### config.mk
export PLATFORM = sky130hd
export DESIGN_NAME = wfot_lane
export DESIGN_NICKNAME = d
export VERILOG_FILES = /design/src/design/wfot_pkg.sv /design/src/design/wfot_lane.sv
export SDC_FILE = /design/constraint.sdc
export NUM_CORES = 2
export LEC_CHECK = 0
export BUFFER_PORTS_ARGS = -buffer_cell sky130_fd_sc_hd__buf_2
export CAP_MARGIN = 20
export CORE_ASPECT_RATIO = 1.1
export CORE_MARGIN = 5
export CORE_UTILIZATION = 41
export DETAILED_ROUTE_END_ITERATION = 10
export PLACE_DENSITY = 0.53
export SETUP_SLACK_MARGIN = 0.2
export SYNTH_ARGS = -nofsm -noshare
export SYNTH_HDL_FRONTEND = slang
export SYNTH_SLANG_ARGS = --single-unit
### constraint.sdc
create_clock -name clk -period 11.1 [get_ports clk]
set_input_delay 0.555 -clock clk [delete_from_list [all_inputs] [get_ports clk]]
set_output_delay 0.555 -clock clk [all_outputs]
set_load 0.1 [all_outputs]
### src/design/wfot_pkg.sv
package wfot_pkg;

  localparam int DATA_WIDTH = 32;
  localparam int FRAC_BITS = 16;
  localparam int ACC_WIDTH = DATA_WIDTH + 4;
  localparam int PROD_WIDTH = 2 * DATA_WIDTH;
  localparam int LANES = 4;
  localparam int ROW_WIDTH = 2;
  localparam int CFG_INDEX_WIDTH = 2;

  localparam logic [ROW_WIDTH-1:0] ROW_FIRST = 2'd0;
  localparam logic [ROW_WIDTH-1:0] ROW_SECOND = 2'd1;
  localparam logic [ROW_WIDTH-1:0] ROW_THIRD = 2'd2;
  localparam logic [ROW_WIDTH-1:0] ROW_LAST = 2'd3;

  localparam logic [CFG_INDEX_WIDTH-1:0] REG_BIAS_ENABLE = 2'd0;
  localparam logic [CFG_INDEX_WIDTH-1:0] REG_NORM_ENABLE = 2'd1;
  localparam logic [CFG_INDEX_WIDTH-1:0] REG_RELU_ENABLE = 2'd2;

  // signed data range, sign-extended to product width
  localparam logic signed [PROD_WIDTH-1:0] SAT_MAX =
    {{(DATA_WIDTH+1){1'b0}}, {(DATA_WIDTH-1){1'b1}}};
  localparam logic signed [PROD_WIDTH-1:0] SAT_MIN =
    {{(DATA_WIDTH+1){1'b1}}, {(DATA_WIDTH-1){1'b0}}};

  typedef enum logic [2:0] {
    STEP_NONE,
    STEP_BIAS,
    STEP_MEAN,
    STEP_MUL1,
    STEP_SH1,
    STEP_MUL2,
    STEP_SH2
  } step_t;

  typedef struct packed {
    step_t step;
    logic  bias_en;
    logic  norm_en;
    logic  relu_en;
  } lane_ctrl_t;

  typedef struct packed {
    logic signed [DATA_WIDTH-1:0] bias;
    logic signed [DATA_WIDTH-1:0] mean;
    logic signed [DATA_WIDTH-1:0] inverse_deviation;
    logic signed [DATA_WIDTH-1:0] scale;
    logic signed [DATA_WIDTH-1:0] shift;
  } chan_params_t;

  typedef logic [LANES-1:0][ACC_WIDTH-1:0] acc_vec_t;
  typedef logic [LANES-1:0][DATA_WIDTH-1:0] data_vec_t;

  function automatic logic [DATA_WIDTH-1:0] sat_wide(input logic signed [PROD_WIDTH-1:0] x);
    logic [DATA_WIDTH-1:0] r;
    if (x > SAT_MAX) begin
      r = SAT_MAX[DATA_WIDTH-1:0];
    end else if (x < SAT_MIN) begin
      r = SAT_MIN[DATA_WIDTH-1:0];
    end else begin
      r = x[DATA_WIDTH-1:0];
    end
    return r;
  endfunction

endpackage

### src/design/wfot_lane.sv
module wfot_lane
  import wfot_pkg::*;
(
  input  logic                  clk,
  input  lane_ctrl_t            ctrl,
  input  logic [ACC_WIDTH-1:0]  sum,
  input  chan_params_t          params,
  output logic [DATA_WIDTH-1:0] result
);

  logic signed [DATA_WIDTH-1:0] v_r;
  logic signed [DATA_WIDTH-1:0] d_r;
  logic signed [DATA_WIDTH-1:0] p_r;
  logic signed [DATA_WIDTH-1:0] res_r;
  logic signed [PROD_WIDTH-1:0] prod_r;

  logic [DATA_WIDTH-1:0]        bias_term;
  logic [ACC_WIDTH:0]           biased;
  logic [DATA_WIDTH-1:0]        v_nxt;
  logic [DATA_WIDTH:0]          centered;
  logic [DATA_WIDTH-1:0]        d_nxt;
  logic signed [DATA_WIDTH-1:0] mul_a;
  logic signed [DATA_WIDTH-1:0] mul_b;
  logic signed [PROD_WIDTH-1:0] prod_nxt;
  logic signed [PROD_WIDTH-1:0] shifted;
  logic [DATA_WIDTH-1:0]        sh_nxt;
  logic [DATA_WIDTH:0]          offset;
  logic [DATA_WIDTH-1:0]        norm_out;
  logic [DATA_WIDTH-1:0]        final_v;
  logic [DATA_WIDTH-1:0]        res_nxt;

  always_comb begin
    bias_term = ctrl.bias_en ? params.bias : '0;
    biased = {sum[ACC_WIDTH-1], sum}
           + {{(ACC_WIDTH+1-DATA_WIDTH){bias_term[DATA_WIDTH-1]}}, bias_term};
    v_nxt = sat_wide({{(PROD_WIDTH-ACC_WIDTH-1){biased[ACC_WIDTH]}}, biased});

    centered = {v_r[DATA_WIDTH-1], v_r} - {params.mean[DATA_WIDTH-1], params.mean};
    d_nxt = sat_wide({{(PROD_WIDTH-DATA_WIDTH-1){centered[DATA_WIDTH]}}, centered});

    // one multiplier per lane, used for both products
    mul_a = (ctrl.step == STEP_MUL1) ? d_r : p_r;
    mul_b = (ctrl.step == STEP_MUL1) ? params.inverse_deviation : params.scale;
    prod_nxt = mul_a * mul_b;

    shifted = prod_r >>> FRAC_BITS;
    sh_nxt = sat_wide(shifted);

    offset = {sh_nxt[DATA_WIDTH-1], sh_nxt} + {params.shift[DATA_WIDTH-1], params.shift};
    norm_out = sat_wide({{(PROD_WIDTH-DATA_WIDTH-1){offset[DATA_WIDTH]}}, offset});

    final_v = ctrl.norm_en ? norm_out : d_r;
    res_nxt = (ctrl.relu_en && final_v[DATA_WIDTH-1]) ? '0 : final_v;
  end

  always_ff @(posedge clk) begin
    unique case (ctrl.step)
      STEP_BIAS: v_r <= v_nxt;
      STEP_MEAN: d_r <= ctrl.norm_en ? d_nxt : v_r;
      STEP_MUL1: prod_r <= prod_nxt;
      STEP_SH1:  p_r <= sh_nxt;
      STEP_MUL2: prod_r <= prod_nxt;
      STEP_SH2:  res_r <= res_nxt;
      default:   ;
    endcase
  end

  assign result = res_r;

endmodule

==> summary.md <==
| Metric | Value |
|---|---|
| Hold crit path type | in -> reg |
| Worst Setup End Kind | register |
| ANT nets after route | 0 |
| Met2 usage | 0.4616 |
| Fin crit share | 0.8991 |
| Peak per-stage delay on the critical path | 1.00 ns |
| Slew headroom | 0.2005 |
| WP buf/inv | 5 |
| Clk_lat worst skew | 0.47 ns |
| First-pass DRT Iterations | 6 |
| Post-DR wirelength/cell | 24.17 um |
| Final nets | 6916 |
| Ys Warns | 0 |
| Synth top area share | 0.4518 |
| Ranking of synthesized cells by area | fa_1 (45%), edfxtp_1 (11%), inv_1 (8.2%) |
| Most frequent CP cell | fa_1 |
| GRT Residual Overflow | 0 |
| Boundary Pins | 235 |
| Routed WL | 166.6 mm |
| Vias in the first global route | 39450 |
| Largest delay contributor family on the critical path | adder cells |
| First-pass GRT wire length | 248.3 mm |
| Die H | 369.0 um |
| Cts repair resizes | 0 |
| Tmin final | 9.981 ns |
| CTS Sinks | 176 |
| CP arrival | 10.19 ns |
| Layout fillers | 11460 |
| Post-synth EDFFs | 176 |
| Final Max Tran Viols | 0 |
| Synth async-reset ratio | 0 |
| Crit path launch type | primary input |
| Hold bufs inserted after CTS | 0 |
| Via count | 36970 |
| Met1 usage | 0.3404 |
| Utilization after layout | 0.4512 |
| Global Route Usage Sum | 0.2721 |
| Flip-flop and latch area | 5285 um2 |
| Number of CTS-inserted buffers | 17 |
| Layout Cells excl Fill | 6895 |
| Commonest non-fill, non-tap cell in the layout | fa_1 |
| Critical path type | in -> reg |
| Clock tree from TritonCTS | built |
| Most frequent cells in the layout | fa_1 (1084), inv_1 (1053), nor2_1 (653) |
| Yosys top cell by area | fa_1 |
| DP Cell Count | 6858 |
| Worst Tran Pin Value | 1.176 ns |
| Site Rows | 131 |
| Syn nets | 6736 |
| Synth unique cells | 81 |
| Initial antenna violation count | 14 |
| Area of the multi-input gates | 38240 um2 |
| # Max-Cap Violations | 0 |
| H-tree Lvls | 4 |
| Initial DRC Count | 2383 |
| Ratio of cells with drive above 1 in the final layout | 0.1031 |
| Slowest-stage cell, CP | mux2i_2 |
| Post-Syn Area per Cell | 9.292 um2 |
| Unrepaired setup endpoints after global routing | no |
| Outcome | finished clean |
| Clock skew | 0.01263 ns |
| Setup Buffers After CTS | 0 |
| Layer with the highest usage | met2 |
| CP Max Fanout | 16 |
| Vias per cell | 5.362 |
| Hpwl dp | 140.7 mm |
| CP Data Required Time | 11.31 ns |
| Final hold vios | 0 |
| Root buf cell | clkbuf_16 |
| Full die area | 124100 um2 |
| Clock transition at path regs | 0.08 ns |
| Max Freq | 0.1002 GHz |
| Fin Setup TNS | 0 ns |
| Layout Area Growth over Synthesis | 9.164% |
| Met3 Use GR | 0.05912 |
| Synthesized flop and latch total | 176 |
| Gpl congestion | 0.9251 |
| Die Width | 336.3 um |
| Initial Utilization | 0.4133 |
| Mapped Area | 48030 um2 |
| Syn Inst Count | 5169 |
| Finish-stage setup viols | 0 |
| CTS Buffer Depth | 2 |
| Core ar. | 116200 um2 |
| Largest net degree at the start of global routing | 49 |
| IO buf count | 234 |
| Seq/Total Area, Yosys | 0.1100 |
| Top FF cell, synth | edfxtp_1 |
| DRC | 0 |
==> Yosys cell counts (11+ instances only) <==
cell          n
or3_1        13
and3_1       17
ha_1        280
o21bai_1     22
buf_2        15
nand2_1     586
mux2i_1      65
nand3_1      22
a211oi_1     19
nand2b_1     14
xor2_1       55
a21o_1      107
mux2_2       61
buf_1        14
nand4_1      28
edfxtp_1    176
inv_1      1053
fa_1       1084
and2_1       49
a21oi_1     185
a31oi_1      16
clkbuf_1    180
xnor2_1      78
nor4_1       11
nor2_1      654
nor3_1       23
o21ai_0     108
o2bb2ai_1    31
o21a_1       32
o211ai_1     16
nor2b_1      16
==> cells by family (layout without fill, tap and decap cells) <==
group / Yosys count / count (layout) / synth area share
muxes: 126 / 126 / 0.02785
xor gates and xnor gates: 133 / 133 / 0.02425
AOI/OAI and AO/OA: 632 / 632 / 0.08631
adders and majority gates: 1364 / 1364 / 0.5248
buffers and inverters: 1270 / 1463 / 0.1001
other: 0 / 4 / 0
and+or+nand+nor: 1468 / 1468 / 0.1267
DFF: 176 / 176 / 0.1100
==> path summary, 6_finish.rpt <==
path	slack (ns)	endpoint	start	depth (start not counted)
worst min-delay path	0.38	result[31]$_SDFFCE_PP0N_	ctrl[0]	2
worst min register to register	0.56	p_r[9]$_DFFE_PN_	prod_r[25]$_DFFE_PP_	1
worst max register to register	1.79	prod_r[59]$_DFFE_PP_	d_r[10]$_DFFE_PN_	24
worst max-delay path	1.12	prod_r[59]$_DFFE_PP_	ctrl[5]	27
==> per-layer routing <==
layer / part of all wire / vias to the layer above
met4: 0.045 / 12
li1: - / 16310
met3: 0.078 / 273
met5: 0.00046 / -
met2: 0.48 / 1351
met1: 0.39 / 19020
==> area by class of cell <==
class | count | share of cell area
inverters | 1055 | 0.07553
flip-flops and latches | 176 | 0.1008
clock inverters | 15 | 0.003532
well taps | 1529 | 0.03649
multi-input cells | 3723 | 0.7292
repair buffers | 376 | 0.04610
diodes | 4 | 0.0001909
clock buffers | 17 | 0.008114
==> flip-flops by register name, indices dropped and copies added, names as in the netlist <==
| register | count |
|---|---|
| result | 32 |
| prod_r | 48 |
| d_r | 32 |
| p_r | 32 |
| v_r | 32 |
==> per-stage QoR <==
step | area (um2) | hold slack (ns) | setup slack, ns
6_report | 52430 | 0.3848 | 1.119
5_1_grt | 52420 | 0.3653 | 0.7380
4_1_cts | 52410 | 0.3501 | 1.135
3_5_place_dp | 51800 | 0.5576 | 0.6476
3_3_place_gp | 51680 | 0.5459 | 0.4387
2_1_floorplan | 48030 | 0.5204 | 1.776
Power is not shown: default switching activity piles up to over one toggle a cycle in this logic, so the estimate is an artifact.
