===== config.mk =====
export PLATFORM = sky130hd
export DESIGN_NAME = wfot_merge
export DESIGN_NICKNAME = d
export VERILOG_FILES = /design/src/design/wfot_pkg.sv /design/src/design/wfot_merge.sv
export SDC_FILE = /design/constraint.sdc
export NUM_CORES = 1
export LEC_CHECK = 0
export ABC_AREA = 1
export BUFFER_PORTS_ARGS = -buffer_cell sky130_fd_sc_hd__buf_2
export CORE_AREA = 2 2 100 102
export DETAILED_ROUTE_END_ITERATION = 16
export DIE_AREA = 0 0 102 104
export MAX_ROUTING_LAYER = met4
export PLACE_DENSITY = 0.79
export SYNTH_ARGS = -nofsm -noshare
export SYNTH_HDL_FRONTEND = slang
export SYNTH_SLANG_ARGS = --single-unit

===== constraint.sdc =====
create_clock -name clk -period 1.4 [get_ports clk]
set_input_delay 0.28 -clock clk [delete_from_list [all_inputs] [get_ports clk]]
set_output_delay 0.28 -clock clk [all_outputs]
set_load 0.02 [all_outputs]

===== src/design/wfot_pkg.sv =====
package wfot_pkg;

  localparam int DATA_WIDTH = 32;
  localparam int FRAC_BITS = 16;
  localparam int ACC_WIDTH = DATA_WIDTH + 4;
  localparam int PROD_WIDTH = 2 * DATA_WIDTH;
  localparam int LANES = 4;
  localparam int ROW_WIDTH = 2;
  localparam int CFG_INDEX_WIDTH = 2;

  localparam logic [ROW_WIDTH-1:0] ROW_FIRST = 2'd0;
  localparam logic [ROW_WIDTH-1:0] ROW_SECOND = 2'd1;
  localparam logic [ROW_WIDTH-1:0] ROW_THIRD = 2'd2;
  localparam logic [ROW_WIDTH-1:0] ROW_LAST = 2'd3;

  localparam logic [CFG_INDEX_WIDTH-1:0] REG_BIAS_ENABLE = 2'd0;
  localparam logic [CFG_INDEX_WIDTH-1:0] REG_NORM_ENABLE = 2'd1;
  localparam logic [CFG_INDEX_WIDTH-1:0] REG_RELU_ENABLE = 2'd2;

  // signed data range, sign-extended to product width
  localparam logic signed [PROD_WIDTH-1:0] SAT_MAX =
    {{(DATA_WIDTH+1){1'b0}}, {(DATA_WIDTH-1){1'b1}}};
  localparam logic signed [PROD_WIDTH-1:0] SAT_MIN =
    {{(DATA_WIDTH+1){1'b1}}, {(DATA_WIDTH-1){1'b0}}};

  typedef enum logic [2:0] {
    STEP_NONE,
    STEP_BIAS,
    STEP_MEAN,
    STEP_MUL1,
    STEP_SH1,
    STEP_MUL2,
    STEP_SH2
  } step_t;

  typedef struct packed {
    step_t step;
    logic  bias_en;
    logic  norm_en;
    logic  relu_en;
  } lane_ctrl_t;

  typedef struct packed {
    logic signed [DATA_WIDTH-1:0] bias;
    logic signed [DATA_WIDTH-1:0] mean;
    logic signed [DATA_WIDTH-1:0] inverse_deviation;
    logic signed [DATA_WIDTH-1:0] scale;
    logic signed [DATA_WIDTH-1:0] shift;
  } chan_params_t;

  typedef logic [LANES-1:0][ACC_WIDTH-1:0] acc_vec_t;
  typedef logic [LANES-1:0][DATA_WIDTH-1:0] data_vec_t;

  function automatic logic [DATA_WIDTH-1:0] sat_wide(input logic signed [PROD_WIDTH-1:0] x);
    logic [DATA_WIDTH-1:0] r;
    if (x > SAT_MAX) begin
      r = SAT_MAX[DATA_WIDTH-1:0];
    end else if (x < SAT_MIN) begin
      r = SAT_MIN[DATA_WIDTH-1:0];
    end else begin
      r = x[DATA_WIDTH-1:0];
    end
    return r;
  endfunction

endpackage


===== src/design/wfot_merge.sv =====
module wfot_merge
  import wfot_pkg::*;
(
  input  logic                         clk,
  input  logic                         rst_n,
  input  logic                         load,
  input  data_vec_t                    results,
  input  logic                         out_ready,
  output logic                         free,
  output logic                         out_valid,
  output logic signed [DATA_WIDTH-1:0] out00,
  output logic signed [DATA_WIDTH-1:0] out01,
  output logic signed [DATA_WIDTH-1:0] out10,
  output logic signed [DATA_WIDTH-1:0] out11
);

  logic      valid_r;
  data_vec_t tile_r;

  assign free = !valid_r || out_ready;

  always_ff @(posedge clk) begin
    if (!rst_n) begin
      valid_r <= 1'b0;
    end else if (load) begin
      valid_r <= 1'b1;
    end else if (out_ready) begin
      valid_r <= 1'b0;
    end
  end

  always_ff @(posedge clk) begin
    if (load) begin
      tile_r <= results;
    end
  end

  assign out_valid = valid_r;
  assign out00 = tile_r[0];
  assign out01 = tile_r[1];
  assign out10 = tile_r[2];
  assign out11 = tile_r[3];

endmodule


==> results of run 1 <==
cells by family after synthesis:
logic type             after synthesis  synth area share
AO/OA/AOI/OAI                        1          0.002252
buffers and inverters                3          0.002895
flip-flops                         129            0.9932
AND/OR/NAND/NOR                      1          0.001609
per-stage QoR:
stage,setup slack [ns],cell area [um^2]
3_5_place_dp,0.2974,5405
3_3_place_gp,0.3184,5405
2_1_floorplan,0.5397,3890
synth_stat cells:
library cell | number | area, um^2
edfxtp_1 | 128 | 3844
nand2_2 | 1 | 6.260
dfxtp_1 | 1 | 20.02
a21oi_2 | 1 | 8.760
inv_1 | 3 | 11.26
==> impl_metrics.py, run 1 <==
metrics = {
    "run_status": {
        "status": "aborted with a tool error",
        "failing_step": "4_1_cts",
        "error": "[ERROR RSZ-0060] Max buffer count reached.",
    },
    "logic_synthesis": {
        "ys_seq_area_frac": 0.9932,
        "syn_area_um2": 3890,
        "synth_seq_cells": 129,
        "syn_avg_cell_area_um2": 29.03,
        "syn_inst": 134,
        "yosysWarnings": 0,
        "synth.distinct_cells": 5,
        "syn_nets": 266,
    },
    "die": {
        "initial_core_util": 0.4074,
        "dieHeight_um": 104,
        "die_w_um": 102,
        "ios": 262,
        "rows": 36,
    },
    "clocking": {
        "postCtsHoldBufs": 113,
        "numCtsBuffers": 17,
        "clockRootBuffer": "clkbuf_8",
        "cts-resized-gates": 0,
        "ctsLongestPathBuffers": 2,
        "htree_levels": 4,
        "clock-sinks": 129,
        "postCtsSetupRepairBufs": 0,
    },
    "placement": {
        "globalplace.congestion": 0.7613,
        "hpwl_um": 6547,
        "dp.cells": 530,
        "port_buffers": 261,
    },
}
==> run 2, diff against run 1 <==
--- a/config.mk
+++ b/config.mk
@@ -7,11 +7,10 @@
 export LEC_CHECK = 0
 export ABC_AREA = 1
 export BUFFER_PORTS_ARGS = -buffer_cell sky130_fd_sc_hd__buf_2
-export CORE_AREA = 2 2 100 102
+export CORE_MARGIN = 2
+export CORE_UTILIZATION = 30
 export DETAILED_ROUTE_END_ITERATION = 16
-export DIE_AREA = 0 0 102 104
-export MAX_ROUTING_LAYER = met4
-export PLACE_DENSITY = 0.79
+export PLACE_DENSITY_LB_ADDON = 0.15
 export SYNTH_ARGS = -nofsm -noshare
 export SYNTH_HDL_FRONTEND = slang
 export SYNTH_SLANG_ARGS = --single-unit
==> impl_metrics.py, run 2 <==
metrics = {
    "worst_setup_path": {
        "arrival_ns": 0.97,
        "cp-end-kind": "output pin",
        "reg2reg_depth": 2,
        "critical_path_required_ns": 1.12,
        "startpoint": "out_valid$_SDFFE_PN0P_",
        "critPathMaxStageDelay_ns": 0.34,
        "critPathLaunchType": "flop",
        "slowest_stage": "dfxtp_1",
        "path_class": "reg -> out",
        "cp_cell_sequence": "nand2_2, buf_2",
        "cp_max_fo": 2,
        "r2r-start": "out_valid$_SDFFE_PN0P_",
    },
    "clocking": {
        "clockRootBuffer": "clkbuf_16",
        "cts_tree": "built",
        "path_clk_slew_ns": 0.05,
        "cts-resized-gates": 0,
        "postCtsHoldBufs": 0,
        "htree_levels": 4,
        "ctsLongestPathBuffers": 2,
        "numCtsBuffers": 17,
        "clock-sinks": 129,
        "postCtsSetupRepairBufs": 0,
        "insertion_delay_ns": 0.41,
    },
    "sta": {
        "tightest_slew_ns": 0.3039,
        "relSlewSlack": 0.7974,
        "fmax_ghz": 0.8005,
        "finalCritPeriodShare": 0.8923,
        "fin_skew_ns": 0,
        "min_period_ns": 1.249,
        "fin_ws_ns": 0.1508,
        "final_max_slew_viol_count": 0,
        "setup_viol": 0,
        "hold_violations": 0,
        "rsz0062_at_grt": "no",
        "fin_tns_setup_ns": 0,
    },
    "power": {
        "pwr-share-seq": 0.483,
        "p_leak_nw": 2.597,
        "p_switching_mw": 2.143,
        "power.internal_mw": 7.498,
        "share_comb_of_total_power": 0.100,
        "powerDensity_nw_per_um2": 1605,
        "switching_share": 0.2223,
        "clockPowerShare": 0.417,
        "ir_worst_vdd_mv": 1.031,
    },
    "placement": {
        "port_buffers": 261,
        "post-place-ws_ns": 0.2495,
        "globalplace.congestion": 0.7559,
        "hpwl_um": 6747,
    },
    "grt": {
        "grt_pass1_wl_um": 13290,
        "grt_use_total": 0.1319,
        "grt_pass1_vias": 2493,
        "grt_max_degree": 56,
        "grt_overflow": 0,
        "antenna_found_initial": 1,
    },
    "logic_synthesis": {
        "syn_avg_cell_area_um2": 29.03,
        "synth.distinct_cells": 5,
        "synth_common_cells": "128 x edfxtp_1, 3 x inv_1, 1 x a21oi_2, 1 x dfxtp_1, 1 x nand2_2",
        "synthArstFlopShare": 0,
        "yosys-top-cells-area": "edfxtp_1 99%, dfxtp_1 0.51%, inv_1 0.29%",
        "syn_inst": 134,
        "yosysWarnings": 0,
        "synth.most_common_cell": "edfxtp_1",
        "synth_top_area_cell": "edfxtp_1",
        "ys.flop_type": "edfxtp_1",
        "syn_nets": 266,
        "syn_area_um2": 3890,
        "ys_seq_area_frac": 0.9932,
        "synth_largest_type_area_fraction": 0.9881,
        "synth_edf_count": 128,
        "synth_seq_cells": 129,
    },
    "final_layout": {
        "syn_to_final_growth_pct": 54.45,
        "fillCellCount": 1136,
        "final_common_cell": "buf_2",
        "drive_gt1_frac": 0.6682,
        "layout.nets": 550,
        "final_cell_mix": "260 x buf_2, 128 x edfxtp_1, 17 x clkbuf_16, 6 x clkinv_1, 5 x clkbuf_1",
    },
    "detailed_routing": {
        "top_layer": "met4",
        "num_vias": 2398,
        "wl_per_cell_um": 14.90,
        "viasPerCell": 3.970,
        "met3WireLength_um": 954,
        "finalWirelength_um": 8999,
        "wl_met1_um": 3023,
        "wl_met2_um": 4810,
        "drtIter0Drc": 78,
        "ant_nets": 0,
        "drc": 0,
        "drt-pass1-iter-count": 4,
    },
    "die": {
        "ios": 262,
        "dieArea_um2": 13890,
        "dieHeight_um": 117.9,
        "initial_core_util": 0.3082,
        "die_w_um": 117.9,
        "rows": 41,
        "core_area_um2": 12620,
    },
    "worst_hold_path": {
        "hold_depth": 1,
        "hp-start": "results[60]",
        "hold_class": "in -> reg",
    },
    "run_status": {
        "status": "completed",
    },
    "flow_run": {
        "max_cap_viol_count": 0,
    },
}
-- run 2: cell counts after synthesis --
Identical to the previous run, type by type.
-- run 2: power by group through the flow --
stage	clock (mW)	sequential, mW	combinational, mW
4_1_cts	4.13	4.66	0.979
2_1_floorplan	0	5.15	0.00675
5_1_grt	4.32	4.68	1.02
3_5_place_dp	0	4.73	0.979
6_report	4.02	4.65	0.962
3_3_place_gp	0	4.73	0.973
-- run 2: layout make-up --
| type | count | area, um^2 | share of cell area |
|---|---|---|---|
| flip-flops and latches | 129 | 3864 | 0.6431 |
| repair buffers | 265 | 1364 | 0.2270 |
| clock buffers | 22 | 444.2 | 0.07393 |
| well taps | 172 | 215.2 | 0.03582 |
| clock inverters | 10 | 92.59 | 0.01541 |
| multi-input cells | 2 | 15.01 | 0.002499 |
| inverters | 3 | 11.26 | 0.001874 |
| diodes | 1 | 2.502 | 0.0004165 |
-- run 2: metal layers --
metal,GRT usage,vias to the layer above
met4,0.07380,0
met3,0.07316,16
met2,0.2260,141
met5,0,-
met1,0.1240,1126
li1,-,1115
-- run 2: through the flow --
stage	std cells	utilization	hold WS, ns	cell area, um^2	total power, mW
floorplan	134	-	0.3789	3890	5.157
CTS	603	0.4759	0.02122	6006	9.766
finish	604	0.4761	0.04258	6008	9.641
global route	604	0.4761	0.02064	6008	10.02
detailed placement	571	0.4334	0.4581	5469	5.712
global placement	571	0.4334	0.4568	5469	5.700
-- run 2: critical path: cells and delay by family (launching register included) --
family | cells | cell delay [ns]
buf+inv | 1 | 0.15
flops | 1 | 0.34
simple gates | 1 | 0.07
-- run 2: cell families (layout without fill, tap and decap cells) --
family / Yosys count / after routing / share of synthesized area
AOI/OAI and AO/OA: 1 / 1 / 0.002252
DFF: 129 / 129 / 0.9932
and+or+nand+nor: 1 / 1 / 0.001609
buffers and inverters: 3 / 300 / 0.002895
other: 0 / 1 / 0
-- run 2: path summary, 6_finish.rpt --
check / to / slack (ns)
max: free / 0.15
min: out01[28]$_DFFE_PP_ / 0.04
max reg2reg: out_valid$_SDFFE_PN0P_ / 0.83
min reg2reg: out_valid$_SDFFE_PN0P_ / 0.48
No activity file was read; power rests on OpenSTA's default activity.
==> run 3, diff against run 2 <==
--- a/config.mk
+++ b/config.mk
@@ -8,7 +8,7 @@
 export ABC_AREA = 1
 export BUFFER_PORTS_ARGS = -buffer_cell sky130_fd_sc_hd__buf_2
 export CORE_MARGIN = 2
-export CORE_UTILIZATION = 30
+export CORE_UTILIZATION = 35
 export DETAILED_ROUTE_END_ITERATION = 16
 export PLACE_DENSITY_LB_ADDON = 0.15
 export SYNTH_ARGS = -nofsm -noshare
==> impl_metrics.py, run 3 <==
metrics = {
    "logic_synthesis": {
        "synth.most_common_cell": "edfxtp_1",
        "synth.distinct_cells": 5,
        "synthArstFlopShare": 0,
        "synth_largest_type_area_fraction": 0.9881,
        "syn_inst": 134,
        "syn_area_um2": 3890,
        "yosys-top-cells-area": "edfxtp_1 99%, dfxtp_1 0.51%, inv_1 0.29%",
        "syn_avg_cell_area_um2": 29.03,
        "synth_top_area_cell": "edfxtp_1",
        "synth_common_cells": "128 x edfxtp_1, 3 x inv_1, 1 x a21oi_2, 1 x dfxtp_1, 1 x nand2_2",
        "muxShareOfSynthArea": 0,
        "yosysWarnings": 0,
        "synthAdderAreaFrac": 0,
        "synth_seq_cells": 129,
        "synth_compound_area_frac": 0.002252,
        "ys.flop_type": "edfxtp_1",
        "synth-xor-area-share": 0,
        "ys_seq_area_frac": 0.9932,
        "synth_edf_count": 128,
        "synth_top_family_by_area": "buffers and inverters",
        "yosys.area_share.simple": 0.001608,
        "syn_nets": 266,
    },
    "die": {
        "dieHeight_um": 109.4,
        "die_w_um": 109.4,
        "initial_core_util": 0.3588,
        "rows": 38,
        "ios": 262,
    },
    "run_status": {
        "failing_step": "4_1_cts",
        "error": "[ERROR RSZ-0060] Max buffer count reached.",
        "status": "aborted with a tool error",
    },
    "placement": {
        "globalplace.congestion": 0.7582,
        "post-place-ws_ns": 0.3189,
        "port_buffers": 261,
    },
    "clocking": {
        "clockRootBuffer": "clkbuf_8",
        "clock-sinks": 129,
        "postCtsHoldBufs": 115,
        "postCtsSetupRepairBufs": 0,
        "cts-resized-gates": 0,
        "htree_levels": 4,
        "numCtsBuffers": 17,
        "ctsLongestPathBuffers": 2,
    },
}
## run 3: through the flow
step	instances	util	hold WS (ns)	instance area, um^2
after floorplan	134	-	0.3789	3890
after global placement	537	0.4994	0.4562	5414
after detailed placement	537	0.4994	0.4581	5414
## run 3: kinds of logic after synthesis
kind of cell | count (synthesis)
simple gates | 1
buf+inv | 3
compound gates | 1
flops | 129
