`src/design/wfot_pkg.sv`:
```
package wfot_pkg;

  localparam int DATA_WIDTH = 32;
  localparam int FRAC_BITS = 16;
  localparam int ACC_WIDTH = DATA_WIDTH + 4;
  localparam int PROD_WIDTH = 2 * DATA_WIDTH;
  localparam int LANES = 4;
  localparam int ROW_WIDTH = 2;
  localparam int CFG_INDEX_WIDTH = 2;

  localparam logic [ROW_WIDTH-1:0] ROW_FIRST = 2'd0;
  localparam logic [ROW_WIDTH-1:0] ROW_SECOND = 2'd1;
  localparam logic [ROW_WIDTH-1:0] ROW_THIRD = 2'd2;
  localparam logic [ROW_WIDTH-1:0] ROW_LAST = 2'd3;

  localparam logic [CFG_INDEX_WIDTH-1:0] REG_BIAS_ENABLE = 2'd0;
  localparam logic [CFG_INDEX_WIDTH-1:0] REG_NORM_ENABLE = 2'd1;
  localparam logic [CFG_INDEX_WIDTH-1:0] REG_RELU_ENABLE = 2'd2;

  // signed data range, sign-extended to product width
  localparam logic signed [PROD_WIDTH-1:0] SAT_MAX =
    {{(DATA_WIDTH+1){1'b0}}, {(DATA_WIDTH-1){1'b1}}};
  localparam logic signed [PROD_WIDTH-1:0] SAT_MIN =
    {{(DATA_WIDTH+1){1'b1}}, {(DATA_WIDTH-1){1'b0}}};

  typedef enum logic [2:0] {
    STEP_NONE,
    STEP_BIAS,
    STEP_MEAN,
    STEP_MUL1,
    STEP_SH1,
    STEP_MUL2,
    STEP_SH2
  } step_t;

  typedef struct packed {
    step_t step;
    logic  bias_en;
    logic  norm_en;
    logic  relu_en;
  } lane_ctrl_t;

  typedef struct packed {
    logic signed [DATA_WIDTH-1:0] bias;
    logic signed [DATA_WIDTH-1:0] mean;
    logic signed [DATA_WIDTH-1:0] inverse_deviation;
    logic signed [DATA_WIDTH-1:0] scale;
    logic signed [DATA_WIDTH-1:0] shift;
  } chan_params_t;

  typedef logic [LANES-1:0][ACC_WIDTH-1:0] acc_vec_t;
  typedef logic [LANES-1:0][DATA_WIDTH-1:0] data_vec_t;

  function automatic logic [DATA_WIDTH-1:0] sat_wide(input logic signed [PROD_WIDTH-1:0] x);
    logic [DATA_WIDTH-1:0] r;
    if (x > SAT_MAX) begin
      r = SAT_MAX[DATA_WIDTH-1:0];
    end else if (x < SAT_MIN) begin
      r = SAT_MIN[DATA_WIDTH-1:0];
    end else begin
      r = x[DATA_WIDTH-1:0];
    end
    return r;
  endfunction

endpackage

```
`src/design/wfot_accum.sv`:
```
module wfot_accum
  import wfot_pkg::*;
(
  input  logic                         clk,
  input  logic                         rst_n,
  input  logic                         en,
  input  logic [ROW_WIDTH-1:0]         row,
  input  logic signed [DATA_WIDTH-1:0] e0,
  input  logic signed [DATA_WIDTH-1:0] e1,
  input  logic signed [DATA_WIDTH-1:0] e2,
  input  logic signed [DATA_WIDTH-1:0] e3,
  output acc_vec_t                     sums
);

  acc_vec_t                    sums_r;
  acc_vec_t                    sums_nxt;
  acc_vec_t                    base;
  logic signed [ACC_WIDTH-1:0] c0;
  logic signed [ACC_WIDTH-1:0] c1;

  always_comb begin
    c0 = ACC_WIDTH'(e0) + ACC_WIDTH'(e1) + ACC_WIDTH'(e2);
    c1 = ACC_WIDTH'(e1) - ACC_WIDTH'(e2) - ACC_WIDTH'(e3);
    base = (row == ROW_FIRST) ? '0 : sums_r;
    sums_nxt = base;
    // row weights: a0 = (1,1,1,0) feeds y0x, a1 = (0,1,-1,-1) feeds y1x
    unique case (row)
      ROW_FIRST: begin
        sums_nxt[0] = base[0] + c0;
        sums_nxt[1] = base[1] + c1;
      end
      ROW_SECOND: begin
        sums_nxt[0] = base[0] + c0;
        sums_nxt[1] = base[1] + c1;
        sums_nxt[2] = base[2] + c0;
        sums_nxt[3] = base[3] + c1;
      end
      ROW_THIRD: begin
        sums_nxt[0] = base[0] + c0;
        sums_nxt[1] = base[1] + c1;
        sums_nxt[2] = base[2] - c0;
        sums_nxt[3] = base[3] - c1;
      end
      ROW_LAST: begin
        sums_nxt[2] = base[2] - c0;
        sums_nxt[3] = base[3] - c1;
      end
      default: sums_nxt = base;
    endcase
  end

  always_ff @(posedge clk) begin
    if (!rst_n) begin
      sums_r <= '0;
    end else if (en) begin
      sums_r <= sums_nxt;
    end
  end

  assign sums = sums_r;

endmodule

```
`config.mk`:
```
export PLATFORM = sky130hd
export DESIGN_NAME = wfot_accum
export DESIGN_NICKNAME = d
export VERILOG_FILES = /design/src/design/wfot_pkg.sv /design/src/design/wfot_accum.sv
export SDC_FILE = /design/constraint.sdc
export NUM_CORES = 1
export LEC_CHECK = 0
export ABC_CLOCK_PERIOD_IN_PS = 6950
export BUFFER_PORTS_ARGS = -buffer_cell sky130_fd_sc_hd__buf_2
export CAP_MARGIN = 40
export CORE_MARGIN = 3
export CORE_UTILIZATION = 49
export CTS_CLUSTER_DIAMETER = 200
export DETAILED_ROUTE_END_ITERATION = 12
export PLACE_DENSITY = 0.78
export SLEW_MARGIN = 20
export SYNTH_ARGS = -nofsm -noshare
export SYNTH_HDL_FRONTEND = slang
export SYNTH_SLANG_ARGS = --single-unit
```
`constraint.sdc`:
```
create_clock -name clk -period 6.95 [get_ports clk]
set_clock_uncertainty 0.05 [all_clocks]
set_input_delay 1.0425 -clock clk [delete_from_list [all_inputs] [get_ports clk]]
set_output_delay 1.0425 -clock clk [all_outputs]
set_load 0.01 [all_outputs]
```
==> results of run 1 <==
## cell type report
cell class / instances / area (um2) / area share
Clock buffer: 22 / 484 / 0.0193
Clock inverter: 7 / 37.5 / 0.00150
Inverter: 146 / 552 / 0.0220
Multi-Input combinational cell: 2187 / 16300 / 0.648
Sequential cell: 144 / 2880 / 0.115
Tap cell: 518 / 648 / 0.0258
Timing Repair Buffer: 651 / 4240 / 0.169
## worst min-delay path, delay by kind of cell (launching register included)
family / cells / cell delay (ns)
flip-flops: 1 / 0.31
AND/OR/NAND/NOR: 1 / 0.05
AO/OA/AOI/OAI: 1 / 0.05
## power breakdown
group          internal (mW)  total [mW]  switching, mW
clock network          0.483       0.880          0.397
registers               1.07        1.27          0.197
logic                   3.31        7.07           3.77
## worst min-delay path by stage
| stage | start | to | slack (ns) | cells after the start |
|---|---|---|---|---|
| after floorplan | sums[14] | sums[14] | 0.43 | 2 |
| after global placement | sums[52] | sums[52] | 0.40 | 2 |
| after detailed placement | sums[69] | sums[69] | 0.40 | 2 |
| after CTS | sums[69] | sums[69] | 0.41 | 2 |
| after global routing | sums[62] | sums[62] | 0.42 | 2 |
| final | sums[24] | sums[24] | 0.41 | 2 |
## per-stage QoR
| stage | total power [mW] | cells | cell area (um2) | hold slack [ns] |
|---|---|---|---|---|
| final | 9.22 | 3675 | 25100 | 0.409 |
| after floorplan | 5.62 | 2565 | 19600 | 0.434 |
| after global placement | 7.83 | 3613 | 23900 | 0.396 |
| after detailed placement | 7.97 | 3614 | 23900 | 0.404 |
| after global routing | 9.97 | 3675 | 25100 | 0.422 |
| after CTS | 8.97 | 3653 | 24600 | 0.414 |
## what timing repair did
item / CTS / global route
gates resized for setup: 18 / 73
setup endpoints to repair: 8 / 14
buffers inserted: 10 / 19
pin swaps: 20 / 78
## cell usage after synthesis, types with 5 or more instances
library cell	n
a21oi_1	277
a311oi_1	5
and3_1	32
xor2_1	56
fa_1	69
o31a_1	5
nand2b_1	28
o22ai_1	6
nor3b_1	7
xnor2_1	162
or2_2	10
nor4_1	19
nand3b_1	13
o21bai_1	21
dfxtp_1	144
a21o_1	102
o21a_1	31
o311ai_0	7
a21boi_0	6
clkbuf_1	79
or3_1	27
a31o_2	5
nand2_1	234
ha_1	209
nor2_1	186
a31oi_1	32
and2_1	161
buf_1	6
nand4_1	15
o21ai_0	110
o31ai_1	14
nor2b_1	23
a2111oi_0	6
nor3_1	49
nand3_1	64
a22oi_1	32
a211oi_1	29
a211o_1	17
o211ai_1	18
inv_1	145
mux2i_1	6
## cells by family (layout without fill, tap and decap cells)
logic type	Yosys count	count (layout)	synth area share
muxes	7	7	0.00365
DFF	144	144	0.148
AOI/OAI and AO/OA	785	785	0.264
buffers and inverters	234	826	0.0452
and+or+nand+nor	897	897	0.235
adders and majority gates	278	278	0.205
xor gates and xnor gates	220	220	0.0994
## layer usage
layer / share of wire / track usage
met3: 0.078 / 0.0721
met5: 0 / 0
met2: 0.45 / 0.524
met4: 0.027 / 0.0971
met1: 0.44 / 0.416
==> out/summary.txt, run 1 <==
Synth unique cells = 91
Total grt overflow = 0
Clock-pin slew on the worst setup and hold paths = 0.06 ns
Initial Util = 0.501
I/O Pins = 277
Reg2reg path depth = 14
Leakage power = 12.3 nW
Drt total wl = 69.1 mm
Final Hold Fails = 0
Number of buffers created by CTS = 17
Nature of the critical path endpoint = register
Sequential fraction of the synthesis area = 0.148
Final nets = 3,558
Mapped Nets = 2,976
Synth-to-Final Area Change = 28.5%
Status = finished clean
Antenna violations before repair = 0
Routed Antenna Nets = 0
YS warnings = 0
Vias per inst = 5.83
Die height = 206 um
Placement Setup Slack = -0.646 ns
Setup crit start = e2[0]
Routability Congestion = 0.987
DRT Pass-1 Iters = 5
CP max stage cell = or4b_4
Largest net degree at the start of global routing = 74
Synth area leader = dfxtp_1
Period minus WS final = 6.93 ns
Crit Path Max Fanout = 3
Clock sinks = 144
Count of final setup violators = 0
CTS tree = built
IO buf count = 276
Mapped cell area = 19,500 um2
Max Root-Sink Buffers = 2
RSZ-0062 raised after global routing = yes
DR iter-0 viols = 1,653
Period utilization = 0.997
Row count = 72
Core area = 39,000 um2
Startpoint types = input pin
DRC Markers = 0
CP top delay family = simple AND/OR/NAND/NOR gates
Post-synth EDFFs = 0
Filler cells = 3,426
Cells after Synth = 2,565
Ys async rst share = 0
R2r endpoint = sums[22]
Top_reg_cell synth = dfxtp_1
GRT Total Usage = 0.319
Per-cell routed wire length = 18.8 um
Reg2Reg Setup Slack = 3.07 ns
R2R Path Start = sums[0]
Worst Path Buf+Inv = 8
Most used cell, CP = buf_4
Slew Viols, Final = 0
Pwr/cell area = 367 nW/um2
Max VDD drop = 182 uV
CP arrival = 7.21 ns
H-tree depth = 4
Rel. slew slack = 0.486
Number of global-route vias before repair = 20.7k
Setup_tns = 0 ns
Hold buffer count at CTS = 0
Final WS setup = 0.0189 ns
Synth area leaders = dfxtp_1 (15%), ha_1 (13%), xnor2_1 (7.3%), a21oi_1 (7.1%), fa_1 (7.1%)
Ant. Diodes = 0
Setup crit end = sums[141]
Commonest non-fill, non-tap cell in the layout = buf_4
Worst path required time = 7.23 ns
Worst-Margin Slew = 0.771 ns
CP Depth = 30
Most frequent cells in the layout = buf_4 (370), buf_2 (275), a21oi_1 (262)
Util after Layout = 0.643
Full die area = 42,300 um2
Share of cells above drive strength 1 = 0.255
Die width = 206 um
Hold Crit Class = register to register
Max-cap viol count = 0
Max reg flops = 144
Syn Area/Cell = 7.61 um2
Peak per-stage delay on the critical path = 0.60 ns
CP Class = input pin to register
DP Wirelength = 55.0 mm
Via Count = 21.4k
Post-synthesis register bit count = 144
CTS root buffer = clkbuf_16
Synth top area share = 0.148
Global-route wire length before repair = 108 mm
Highest clock rate = 0.144 GHz
Clk Latency, worst-skew pair = 0.47 ns
No activity file was read; power rests on OpenSTA's default activity.
==> inputs of run 2 (changes only) <==
Settings changed: PLACE_DENSITY 0.78 to 0.85.
==> run 2 against run 1 <==
Effect of this change:
- the run now ends with setup timing left
- wire length increased by 1.3%
- clock power up 8.7%
- largest power group unchanged
- highest routed layer is now met5
- via count grew 0.92%
- power rose by 0.26%
- combinational power is 0.7% lower
- fmax is 1.2% lower
- sequential cell count is the same
- utilization down 0.48 points
- critical endpoint is now sums[107]
- setup slack got worse by 0.085 ns
- global-route usage about the same
- sequential power is essentially flat
- largest cell class unchanged
==> out/summary.txt, run 2 (synthesis gave the netlist of run 1 again) <==
Routed Antenna Nets = 0 (unchanged)
Max-cap viol count = 0 (unchanged)
Per-cell routed wire length = 19.1 um (+1.7%)
Status = finished, violations left
Total grt overflow = 0 (unchanged)
Clock sinks = 144 (unchanged)
H-tree depth = 4 (unchanged)
Hold buffer count at CTS = 0 (unchanged)
CP arrival = 7.38 ns (+0.17 ns)
Drt total wl = 69.9 mm (+1.3%)
Die width = 206 um (unchanged)
Final nets = 3,540 (-0.51%)
Nature of the critical path endpoint = register
Final WS setup = -0.0659 ns (-0.0848 ns)
Flop pwr share = 0.137 (about the same)
Max VDD drop = 162 uV (-11%)
Net Sw Frac = 0.472 (-0.000860)
Synth-to-Final Area Change = 27.5%
GRT Total Usage = 0.319 (+0.000476)
Antenna violations before repair = 1 (+1)
Final Hold Fails = 0 (unchanged)
Initial Util = 0.501 (unchanged)
Violated checks = setup timing
Startpoint types = input pin
Share of cells above drive strength 1 = 0.247 (-0.00770)
Vias per inst = 5.90 (+1.3%)
CTS tree = built
DP Wirelength = 55.2 mm (+0.40%)
Post-Layout Cell Count = 3,660 (-0.41%)
Placement Setup Slack = -0.713 ns (-0.0663 ns)
I/O Pins = 277 (unchanged)
Most frequent cells in the layout = buf_4 (353), buf_2 (275), a21oi_1 (263)
Die height = 206 um (unchanged)
Via Count = 21.6k (+0.92%)
Worst-Margin Slew = 0.926 ns (+0.155 ns)
Largest net degree at the start of global routing = 95 (+28%)
Global-route wire length before repair = 108 mm (+0.35%)
CP Class = input pin to register
Placed Instances = 3,607 (-0.19%)
Rel. slew slack = 0.380 (-0.106)
IO buf count = 276 (unchanged)
Clock power share = 0.104 (+0.009)
Count of final setup violators = 1 (+1)
Setup_tns = -0.0659 ns (-0.0659 ns)
Pwr/cell area = 371 nW/um2 (+1.0%)
Switching power = 4.36 mW (about the same)
Clock-pin slew on the worst setup and hold paths = 0.06 ns (about the same)
CTS root buffer = clkbuf_16
Max reg flops = 144 (unchanged)
Crit Path Max Fanout = 5 (+2)
Ant. Diodes = 0 (unchanged)
Leakage power = 12.2 nW (-0.64%)
RSZ-0062 raised after global routing = yes
Commonest non-fill, non-tap cell in the layout = buf_4
DRT Pass-1 Iters = 6 (+1)
Full die area = 42,300 um2 (unchanged)
Slew Viols, Final = 0 (unchanged)
Highest clock rate = 0.143 GHz (-1.2%)
DR iter-0 viols = 1,597 (-3.4%)
Hold Crit Class = register to register
Row count = 72 (unchanged)
Number of global-route vias before repair = 20.8k (+0.47%)
Gate power share = 0.759 (-0.008)
Max Root-Sink Buffers = 2 (unchanged)
DRC Markers = 0 (unchanged)
Routability Congestion = 0.974 (-1.4%)
Filler cells = 3,409 (-0.50%)
Tot Pwr = 9.24 mW (+0.26%)
Number of buffers created by CTS = 17 (unchanged)
Period utilization = 1.01 (+0.0122)
Cell-internal power = 4.88 mW (+0.42%)
Clk Latency, worst-skew pair = 0.47 ns (about the same)
Period minus WS final = 7.02 ns (+0.0848 ns)
Core area = 39,000 um2 (unchanged)
Worst path required time = 7.31 ns (+0.08 ns)
[run 2: worst paths after layout]
| path | endpoint | from | slack, ns | cells past startpoint |
|---|---|---|---|---|
| hold / removal | sums[47] | sums[47] | 0.41 | 2 |
| hold reg to reg | sums[47] | sums[47] | 0.41 | 2 |
| setup / recovery | sums[107] | e0[5] | -0.07 | 26 |
| setup reg to reg | sums[107] | sums[78] | 3.04 | 15 |
[run 2: cell type report]
class	instances	area, um2	share of cell area
inverter	146	549	0.0221
sequential	144	2880	0.116
multi-input combinational	2187	16200	0.649
timing repair buffer	633	4100	0.165
clock buffer	26	489	0.0196
clock inverter	6	80.1	0.00322
tap	518	648	0.0260
[run 2: per-layer routing]
metal / vias to the layer above / GRT usage / routed length [um]
met3: 174 / 0.0626 / 5930
met4: 2 / 0.123 / 2640
li1: 10300 / - / -
met1: 10200 / 0.423 / 30200
met5: - / 0 / 10
met2: 976 / 0.512 / 31100
[run 2: metrics by stage]
| stage | hold WS [ns] | cell area [um2] | utilization |
|---|---|---|---|
| floorplan | 0.434 | 19600 | - |
| global placement | 0.398 | 23800 | 0.611 |
| detailed placement | 0.403 | 23800 | 0.611 |
| CTS | 0.411 | 24500 | 0.628 |
| global route | 0.432 | 24900 | 0.639 |
| finish | 0.407 | 24900 | 0.639 |
[run 2: power by group through the flow]
stage / logic [mW] / clock network [mW] / registers (mW)
2_1_floorplan: 4.28 / 0 / 1.34
3_3_place_gp: 6.53 / 0 / 1.27
3_5_place_dp: 6.68 / 0 / 1.28
4_1_cts: 6.77 / 0.968 / 1.26
5_1_grt: 7.67 / 0.996 / 1.29
6_report: 7.02 / 0.957 / 1.27
[run 2: critical path, stage by stage]
cell and delay (ns):
buf_2 0.11, fa_1 0.55, ha_2 0.31, a2111oi_4 0.43, o31ai_4 0.18, and2_1 0.20
or3_1 0.36, and3_1 0.23, nor4_4 0.30, nand4_1 0.25, nor4b_4 0.30, buf_4 0.18
a31oi_1 0.10, xnor2_1 0.17, ha_1 0.23, nor3_1 0.16, o21ai_0 0.15, a41oi_1 0.33
nor3b_1 0.12, o31ai_2 0.31, a31oi_2 0.19, a31oi_4 0.26, or4b_4 0.49, a31oi_2 0.16
a311o_1 0.13, a32o_1 0.15
[run 2: what timing repair did]
item / in CTS / in global routing
endpoints found under the setup margin: 6 / 15
gates cloned: 0 / 0
resized for setup: 11 / 68
hold endpoints to repair: 0 / 0
buffers inserted: 3 / 17
pin swaps: 10 / 72
